## src/design/zip_pkg.sv

```systemverilog
// ----------------------------------------------------------------------------
// zip_pkg
// Shared types, register indexes and helpers for the z intensity projection.
// ----------------------------------------------------------------------------
package zip_pkg;

  localparam int DEF_MAX_WIDTH  = 512;
  localparam int DEF_MAX_HEIGHT = 512;

  // Gray samples keep this many low bits.
  localparam int          SAMPLE_BITS = 16;
  localparam logic [15:0] GRAY_MASK   = 16'((32'd1 << SAMPLE_BITS) - 32'd1);

  localparam int          MAX_SLICES  = 4096;
  localparam int          STORE_BITS  = 24;

  localparam int          CFG_IDX_BITS  = 3;
  localparam int          CFG_DATA_BITS = 13;

  localparam logic [CFG_IDX_BITS-1:0] REG_FRAME_WIDTH     = 3'd0;
  localparam logic [CFG_IDX_BITS-1:0] REG_FRAME_HEIGHT    = 3'd1;
  localparam logic [CFG_IDX_BITS-1:0] REG_SLICE_COUNT     = 3'd2;
  localparam logic [CFG_IDX_BITS-1:0] REG_PROJECTION_MODE = 3'd3;
  localparam logic [CFG_IDX_BITS-1:0] REG_PIXEL_FORMAT    = 3'd4;

  typedef struct packed {
    logic [9:0]  frame_width;
    logic [9:0]  frame_height;
    logic [12:0] slice_count;
    logic        projection_mode;
    logic        pixel_format;
  } zip_cfg_t;

  // Per-voxel control and payload carried down the pipeline.
  typedef struct packed {
    logic [STORE_BITS-1:0] voxel;
    logic                  first_slice;
    logic                  emit;
    logic                  done;
    logic [8:0]            x;
    logic [8:0]            y;
    logic                  keep_min;
    logic                  rgb;
  } zip_item_t;

  function automatic logic [15:0] zip_pick(input logic [15:0] a, input logic [15:0] b,
                                           input logic keep_min);
    logic a_less;
    a_less = a < b;
    if (keep_min) begin
      return a_less ? a : b;
    end
    return a_less ? b : a;
  endfunction

endpackage

```

## src/design/zip_ctrl.sv

```systemverilog
// ----------------------------------------------------------------------------
// zip_ctrl
// Raster position counters, voxel packing and frame store address; first
// pipeline register.
// ----------------------------------------------------------------------------
module zip_ctrl import zip_pkg::*; #(
  parameter int MAX_WIDTH  = DEF_MAX_WIDTH,
  parameter int MAX_HEIGHT = DEF_MAX_HEIGHT,
  parameter int AW         = 18
) (
  input  logic            clk,
  input  logic            rst,
  input  logic            adv,
  input  logic            in_valid,
  input  logic [15:0]     gray_or_red,
  input  logic [7:0]      green_sample,
  input  logic [7:0]      blue_sample,
  input  zip_cfg_t        cfg,
  output logic            s1_valid,
  output logic [AW-1:0]   s1_addr,
  output zip_item_t       s1_item
);

  localparam int CW = (MAX_WIDTH > 1) ? $clog2(MAX_WIDTH) : 1;
  localparam int RW = (MAX_HEIGHT > 1) ? $clog2(MAX_HEIGHT) : 1;
  localparam int XW = (CW >= 10) ? CW + 1 : 11;
  localparam int YW = (RW >= 10) ? RW + 1 : 11;

  logic [CW-1:0] column_count, column_count_next;
  logic [RW-1:0] row_count, row_count_next;
  logic [11:0]   slice_index, slice_index_next;

  logic [XW-1:0] w_eff;
  logic [YW-1:0] h_eff;
  logic [12:0]   n_eff;
  logic          last_col, last_row, last_slice;
  logic          accept;
  zip_item_t     item;
  logic [AW-1:0] addr;

  assign accept = in_valid && adv;

  // Clamp the frame size and slice count into their legal ranges.
  always_comb begin
    if (cfg.frame_width == 10'd0) begin
      w_eff = XW'(1);
    end else if (XW'(cfg.frame_width) > XW'(MAX_WIDTH)) begin
      w_eff = XW'(MAX_WIDTH);
    end else begin
      w_eff = XW'(cfg.frame_width);
    end
    if (cfg.frame_height == 10'd0) begin
      h_eff = YW'(1);
    end else if (YW'(cfg.frame_height) > YW'(MAX_HEIGHT)) begin
      h_eff = YW'(MAX_HEIGHT);
    end else begin
      h_eff = YW'(cfg.frame_height);
    end
    if (cfg.slice_count == 13'd0) begin
      n_eff = 13'd1;
    end else if (cfg.slice_count > 13'(MAX_SLICES)) begin
      n_eff = 13'(MAX_SLICES);
    end else begin
      n_eff = cfg.slice_count;
    end
  end

  assign last_col   = XW'(column_count) >= (w_eff - XW'(1));
  assign last_row   = YW'(row_count) >= (h_eff - YW'(1));
  assign last_slice = {1'b0, slice_index} >= (n_eff - 13'd1);

  always_comb begin
    column_count_next = column_count;
    row_count_next    = row_count;
    slice_index_next  = slice_index;
    if (last_col) begin
      column_count_next = '0;
      if (last_row) begin
        row_count_next   = '0;
        slice_index_next = last_slice ? 12'd0 : slice_index + 12'd1;
      end else begin
        row_count_next = row_count + RW'(1);
      end
    end else begin
      column_count_next = column_count + CW'(1);
    end
  end

  always_comb begin
    item.voxel       = cfg.pixel_format ? {blue_sample, green_sample, gray_or_red[7:0]}
                                        : {8'd0, gray_or_red & GRAY_MASK};
    item.first_slice = slice_index == 12'd0;
    item.emit        = last_slice;
    item.done        = last_col && last_row;
    item.x           = 9'(column_count);
    item.y           = 9'(row_count);
    item.keep_min    = cfg.projection_mode;
    item.rgb         = cfg.pixel_format;
  end

  assign addr = AW'(AW'(row_count) * AW'(MAX_WIDTH)) + AW'(column_count);

  always_ff @(posedge clk) begin
    if (rst) begin
      column_count <= '0;
      row_count    <= '0;
      slice_index  <= '0;
      s1_valid     <= 1'b0;
    end else begin
      if (accept) begin
        column_count <= column_count_next;
        row_count    <= row_count_next;
        slice_index  <= slice_index_next;
      end
      if (adv) begin
        s1_valid <= accept;
      end
    end
  end

  always_ff @(posedge clk) begin
    if (adv) begin
      s1_addr <= addr;
      s1_item <= item;
    end
  end

endmodule

```

## config.mk

```make
export PLATFORM = sky130hd
export DESIGN_NAME = zip_ctrl
export DESIGN_NICKNAME = d
export VERILOG_FILES = /design/src/design/zip_pkg.sv /design/src/design/zip_ctrl.sv
export SDC_FILE = /design/constraint.sdc
export NUM_CORES = 1
export LEC_CHECK = 0
export BUFFER_PORTS_ARGS = -buffer_cell sky130_fd_sc_hd__buf_4
export CORE_MARGIN = 4
export CORE_UTILIZATION = 35
export CTS_CLUSTER_SIZE = 8
export DETAILED_ROUTE_END_ITERATION = 8
export HOLD_SLACK_MARGIN = 0.03
export PLACE_DENSITY_LB_ADDON = 0.05
export SLEW_MARGIN = 25
export SYNTH_ARGS = -nofsm -noshare
export SYNTH_HDL_FRONTEND = slang
export SYNTH_SLANG_ARGS = --single-unit
```

## constraint.sdc

```tcl
create_clock -name clk -period 5.55 [get_ports clk]
set_clock_uncertainty 0.05 [all_clocks]
set_input_delay 1.11 -clock clk [delete_from_list [all_inputs] [get_ports clk]]
set_output_delay 1.11 -clock clk [all_outputs]
set_load 0.01 [all_outputs]
```

==> flow_metrics.py, run 1 <==
metrics = {
    "timing": {
        "setup-tns-final_ns": 0,
        "fin_hold_ws_ns": 0.422,
        "slew_headroom": 0.447,
        "worstMarginPinSlew_ns": 0.830,
        "slew_viol_final": 0,
        "fin_crit_sh": 0.848,
        "period_minus_slack_ns": 4.70,
        "setup_viol": 0,
        "rsz0062_at_grt": "false",
        "hold_violations": 0,
        "max_freq_mhz": 213,
    },
    "synthesis": {
        "synth_seq_area_share": 0.438,
        "syn-instance-count": 471,
        "synth.avg_cell_area_um2": 9.86,
        "synth_top_area_frac": 0.304,
        "syn_nets": 579,
        "syn_area_um2": 4640,
        "synth_seq_cells": 78,
        "synth_edf_count": 47,
        "synth_flop_cell": "edfxtp_1",
        "ys_types": 54,
        "async_flop_share": 0,
        "synth_common_cells": "nor2_1 (57), edfxtp_1 (47), ha_1 (37), dfxtp_1 (31)",
        "synth_warnings": 0,
        "synth_area_leaders": "edfxtp_1 (30%), dfxtp_1 (13%), ha_1 (10%)",
        "synth_area_leader_cell": "edfxtp_1",
        "synth.most_common_cell": "nor2_1",
    },
    "clock_tree": {
        "cts.sinks": 78,
        "post_cts_buffers": 0,
        "clk_pin_slew_worst_paths_ns": 0.06,
        "clock_latency_ns": 0.34,
        "htree_levels": 3,
        "cts_tree": "done",
        "numCtsBuffers": 9,
        "clockRootBuffer": "clkbuf_16",
        "clk_path_buf_depth": 2,
        "cts_resized": 0,
        "holdBufCountCts": 0,
    },
    "drt": {
        "post_drt_wl_per_cell_um": 14.4,
        "firstDrtPassIters": 4,
        "vias": 3819,
        "detail_route.iter0.violations": 197,
        "drtAntennaViolNets": 0,
        "drt-vias-per-instance": 5.01,
        "wl_um": 11000,
        "drc": 0,
    },
    "die": {
        "die_y_um": 123,
        "dieArea_um2": 15200,
        "rows": 41,
        "io_pins": 137,
        "core_area_um2": 12800,
        "die_x_um": 123,
        "start_util": 0.362,
    },
    "hold_path": {
        "min_path_cells": 2,
        "hold_path.class": "flop to flop",
    },
    "pwr": {
        "comb_power_share": 0.144,
        "pwr-share-seq": 0.461,
        "peakVddDrop_mv": 0.137,
        "p_leak_nw": 2.49,
        "switching_power_mw": 0.330,
        "pwr_density_cell_nw_per_um2": 235,
        "p_int_mw": 1.07,
        "pwr-share-clk": 0.395,
        "p_sw_frac": 0.236,
    },
    "placed_design": {
        "place_area_um2": 5690,
        "gp_congestion": 0.794,
        "hpwlAfterDp_um": 8520,
        "port_buffers": 136,
    },
    "worst_setup_path": {
        "worstPathArrival_ns": 4.93,
        "path_cells": "buf_4, nor4_1, nand3b_1, nor4_1, o21bai_1, ha_1, o21ai_2, nor2_1, a31oi_1, o21ai_0, ha_1, a2111oi_0, a31oi_1, buf_4, a2111oi_4, buf_4, a21o_2, a22o_1",
        "end_kind": "flop",
        "crit_cells": 18,
        "slowest_stage": "nor4_1",
        "crit_fanout": 13,
        "critPathLaunchType": "input port",
        "critPathTopFamily": "compound AO/OA/AOI/OAI gates",
        "required_ns": 5.78,
        "worstSetupPathType": "input port to flop",
        "slowest_delay_ns": 0.47,
        "worst_r2r_path_depth": 10,
        "worst-path-buf-inv": 3,
        "crit_path_frequent_cell": "buf_4",
    },
    "global_routing": {
        "grt_usage": 0.148,
        "grt_pass1_vias": 3657,
        "grt_remaining_overflow": 0,
        "grt_start_max_net_pins": 51,
        "grt_antenna_before_repair": 0,
        "grt_pass1_wl_um": 17800,
    },
    "cells_and_area": {
        "regArea_um2": 2030,
        "drive_gt1_frac": 0.291,
        "nets": 694,
        "synthToLayoutAreaGrowth_pct": 28.8,
        "num-fill-cells": 1274,
        "multiInputGateArea_um2": 2350,
        "n_antenna_cell": 0,
        "final_cell_area_um2": 5980,
    },
    "run_status": {
        "status": "finished, final reports clean",
    },
    "run": {
        "drv_cap": 0,
    },
}
metal layers:
metal,vias to the layer above,track usage,share of wire
met2,114,0.237,0.47
met5,-,0,0
met4,0,0.0367,0.0091
li1,1949,-,-
met1,1747,0.195,0.46
met3,9,0.0453,0.064
worst reg2reg max path: cells and delay by family (launching register included):
| family | cells | cell delay, ns |
|---|---|---|
| simple gates | 2 | 0.81 |
| buf+inv | 2 | 0.32 |
| flops | 1 | 0.43 |
| compound gates | 5 | 0.90 |
| fa+ha+maj | 1 | 0.27 |
state kept, by name, indices dropped and copies added (netlist names):
register and count:
column_count 9, row_count 9, s1_addr 18, s1_item 29, s1_valid 1, slice_index 12
per-stage QoR:
stage               power [mW]   util  cells  setup WS [ns]
floorplan                0.758      -    471           1.03
global placement         0.860  0.444    747          0.583
detailed placement       0.863  0.444    747          0.527
CTS                       1.43  0.466    763          0.863
global route              1.48  0.466    763          0.400
finish                    1.40  0.466    763          0.845
worst paths after layout:
kind | start | to | slack (ns)
worst max-delay path | cfg[9] | slice_index[5] | 0.85
worst min-delay path | s1_valid | s1_valid | 0.42
worst max register to register | column_count[0] | slice_index[5] | 2.71
worst min register to register | s1_valid | s1_valid | 0.42
logic make-up (layout without fill, tap and decap cells):
family	Yosys count	in the layout	synth area share
multiplexers	10	10	0.0240
flip-flops	78	78	0.438
adder cells (fa/ha/maj)	37	37	0.0997
buffers and inverters	47	167	0.0550
AO/OA/AOI/OAI	96	96	0.146
AND/OR/NAND/NOR	182	182	0.198
XOR/XNOR	21	21	0.0396
area by class of cell:
class | instances | share of cell area
inverters | 12 | 0.00753
clock inverters | 4 | 0.00502
well taps | 172 | 0.0360
clock buffers | 12 | 0.0431
repair buffers | 139 | 0.175
multi-input cells | 346 | 0.394
flip-flops and latches | 78 | 0.340
power by group through the flow:
stage,Sequential (mW),Combinational [mW],Clock (mW)
5_1_grt,0.649,0.227,0.601
6_report,0.647,0.201,0.555
4_1_cts,0.647,0.205,0.576
3_3_place_gp,0.659,0.201,0
3_5_place_dp,0.660,0.204,0
2_1_floorplan,0.670,0.0878,0
cells in the final DEF (no fill, tap or decap), types with 7 or more instances in the layout:
cell type	instances
a21o_1	7
a21oi_1	16
a22o_1	8
and2_1	11
buf_4	139
clkbuf_16	10
dfxtp_1	31
edfxtp_1	47
ha_1	37
inv_1	12
mux2_2	9
nand2_1	25
nand2b_1	10
nand3_1	11
nand4_1	9
nor2_1	57
nor3_1	25
nor4_1	7
o21a_1	8
o21ai_0	20
xnor2_1	14
xor2_1	7
No activity file was read; power rests on OpenSTA's default activity.
==> inputs of run 2 (changes only) <==
clock period = 3.9 ns   (was 5.55 ns; I/O delays follow)
==> run 2 against run 1 <==
Combinational power rose by 82%. Cell count rose by 9.6%. Power rose by 52%. Highest routed layer unchanged. Die area did not move. Wire length rose by 11%. Clock power rose by 53%. Critical path depth rose by 1.
==> flow_metrics.py, run 2 (synthesis gave the netlist of run 1 again) <==
metrics = {
    "run_status": {
        "status": "finished, final reports clean",
    },
    "hold_path": {
        "hold_path.class": "flop to flop",
        "hold_path_end": "s1_valid",
        "hp-start": "s1_valid",
        "min_path_cells": 2,
    },
    "global_routing": {
        "use_met2": 0.264,
        "grt_start_max_net_pins": 48,
        "grt_antenna_before_repair": 0,
        "grt_pass1_vias": 3859,
        "grt_use_met1": 0.199,
        "grt_busiest_layer": "met2",
        "grt_util_met3": 0.0448,
        "grt_usage": 0.156,
        "grt_pass1_wl_um": 18900,
        "grt_remaining_overflow": 0,
    },
    "drt": {
        "post_drt_wl_per_cell_um": 14.5,
        "drc": 0,
        "drt-vias-per-instance": 4.96,
        "firstDrtPassIters": 4,
        "vias": 4148,
        "wl_um": 12200,
        "drtAntennaViolNets": 0,
        "detail_route.iter0.violations": 212,
    },
    "clock_tree": {
        "clk_pin_slew_worst_paths_ns": 0.07,
        "clockRootBuffer": "clkbuf_16",
        "cts.sinks": 78,
        "cts_tree": "done",
        "clock_latency_ns": 0.34,
        "numCtsBuffers": 9,
        "htree_levels": 3,
        "holdBufCountCts": 0,
        "clk_path_buf_depth": 2,
    },
    "worst_setup_path": {
        "crit_fanout": 6,
        "worst-path-buf-inv": 3,
        "slowest_stage": "or4_4",
        "worstPathArrival_ns": 4.03,
        "path_cells": "buf_6, nor4_4, nand2_2, nor3_2, o21bai_1, ha_2, buf_6, o21ai_1, o21ai_1, a21oi_2, ha_2, a21o_1, a2111oi_1, o21a_1, or4_4, a2111oi_4, buf_6, a21o_2, a22o_1",
        "critPathTopFamily": "compound AO/OA/AOI/OAI gates",
        "end_kind": "flop",
        "slowest_delay_ns": 0.47,
        "rrSetupSlack_ns": 1.42,
        "reg2reg_from": "column_count[0]",
        "crit_path_frequent_cell": "buf_6",
        "critPathLaunchType": "input port",
        "required_ns": 4.13,
        "r2r-end": "slice_index[5]",
        "worstSetupPathType": "input port to flop",
        "worst_r2r_path_depth": 10,
    },
    "pwr": {
        "p_leak_nw": 2.89,
        "switching_power_mw": 0.522,
        "p_int_mw": 1.61,
        "p_total_mw": 2.13,
        "comb_power_share": 0.171,
        "peakVddDrop_mv": 0.180,
        "pwr-share-clk": 0.398,
        "pwr_density_cell_nw_per_um2": 314,
        "pwr-share-seq": 0.431,
        "p_sw_frac": 0.245,
    },
    "cells_and_area": {
        "drive_gt1_frac": 0.423,
        "nets": 767,
        "synthToLayoutAreaGrowth_pct": 46.4,
        "finish.utilization": 0.530,
        "top_register": "s1_item",
        "n_antenna_cell": 0,
        "final_cell_mix": "buf_4 (201), nor2_1 (55), edfxtp_1 (47)",
        "largestRegisters": "s1_item x29, s1_addr x18, slice_index x12",
        "final_common_cell": "buf_4",
        "num-fill-cells": 1181,
        "layout.cells.non_filler": 836,
        "final_cell_area_um2": 6800,
        "largest_register_ffs": 29,
    },
    "placed_design": {
        "port_buffers": 136,
        "place_area_um2": 6210,
        "hpwlAfterDp_um": 9230,
        "gp_congestion": 0.869,
        "dp.cells": 811,
    },
    "die": {
        "start_util": 0.362,
        "die_y_um": 123,
        "dieArea_um2": 15200,
        "rows": 41,
        "die_x_um": 123,
        "io_pins": 137,
        "core_area_um2": 12800,
    },
    "timing": {
        "worstMarginPinSlew_ns": 0.616,
        "fin_hold_ws_ns": 0.443,
        "hold_violations": 0,
        "slew_viol_final": 0,
        "fin_crit_sh": 0.974,
        "setup_viol": 0,
        "slew_headroom": 0.589,
        "max_freq_mhz": 263,
        "period_minus_slack_ns": 3.80,
        "rsz0062_at_grt": "true",
    },
    "run": {
        "drv_cap": 0,
    },
}
[run 2: cell count changes in the layout (fill, tap and decap cells not counted), moves of 6 or more]
cell	previous run	this run
buf_4	139	201
o21ai_0	20	8
o21ai_1	0	9
buf_6	0	10
a21oi_1	16	10
[run 2: area by class of cell]
cell class              count  area, um^2  area share
clock inverters             7        78.8      0.0116
repair buffers            212        1630       0.239
clock buffers               9         225      0.0331
multi-input cells         346        2570       0.379
inverters                  12        45.0     0.00663
well taps                 172         215      0.0317
flip-flops and latches     78        2030       0.299
[run 2: worst max path at each step]
| stage | from | endpoint | slack (ns) | cells after the start |
|---|---|---|---|---|
| after floorplan | cfg[9] | slice_index[2] | 0.001 | 17 |
| after global placement | cfg[31] | slice_index[8] | -0.35 | 19 |
| after detailed placement | cfg[31] | slice_index[2] | -0.45 | 17 |
| after CTS | cfg[9] | slice_index[3] | 0.002 | 20 |
| after global routing | cfg[10] | slice_index[5] | -0.12 | 20 |
| final | cfg[28] | slice_index[5] | 0.10 | 19 |
[run 2: repair_timing]
item / 4_1_cts / 5_1_grt
gates cloned: 0 / 1
resized for setup: 2 / 54
pin swaps: 1 / 31
buffers inserted: 0 / 8
setup endpoints to repair: 10 / 21
[run 2: worst min-delay path, cell delays in order (launching register included)]
cell and delay [ns]:
dfxtp_1 0.32, nand2b_1 0.07, a21oi_1 0.06
[run 2: stage by stage]
step           TNS, ns  setup WS [ns]
6_report             0          0.102
5_1_grt         -0.954         -0.116
4_1_cts              0        0.00213
3_5_place_dp     -5.83         -0.446
3_3_place_gp     -4.90         -0.353
2_1_floorplan        0        0.00139
[run 2: power groups by stage]
stage	combinational (mW)	clock [mW]	sequential, mW
2_1_floorplan	0.128	0	0.953
3_3_place_gp	0.331	0	0.937
3_5_place_dp	0.336	0	0.938
4_1_cts	0.338	0.869	0.920
5_1_grt	0.400	0.914	0.923
6_report	0.365	0.850	0.919
[run 2: metal layers]
metal / vias up / routed length (um)
li1: 2097 / -
met1: 1939 / 5340
met2: 102 / 5990
met3: 10 / 736
met4: 0 / 92
met5: - / 0
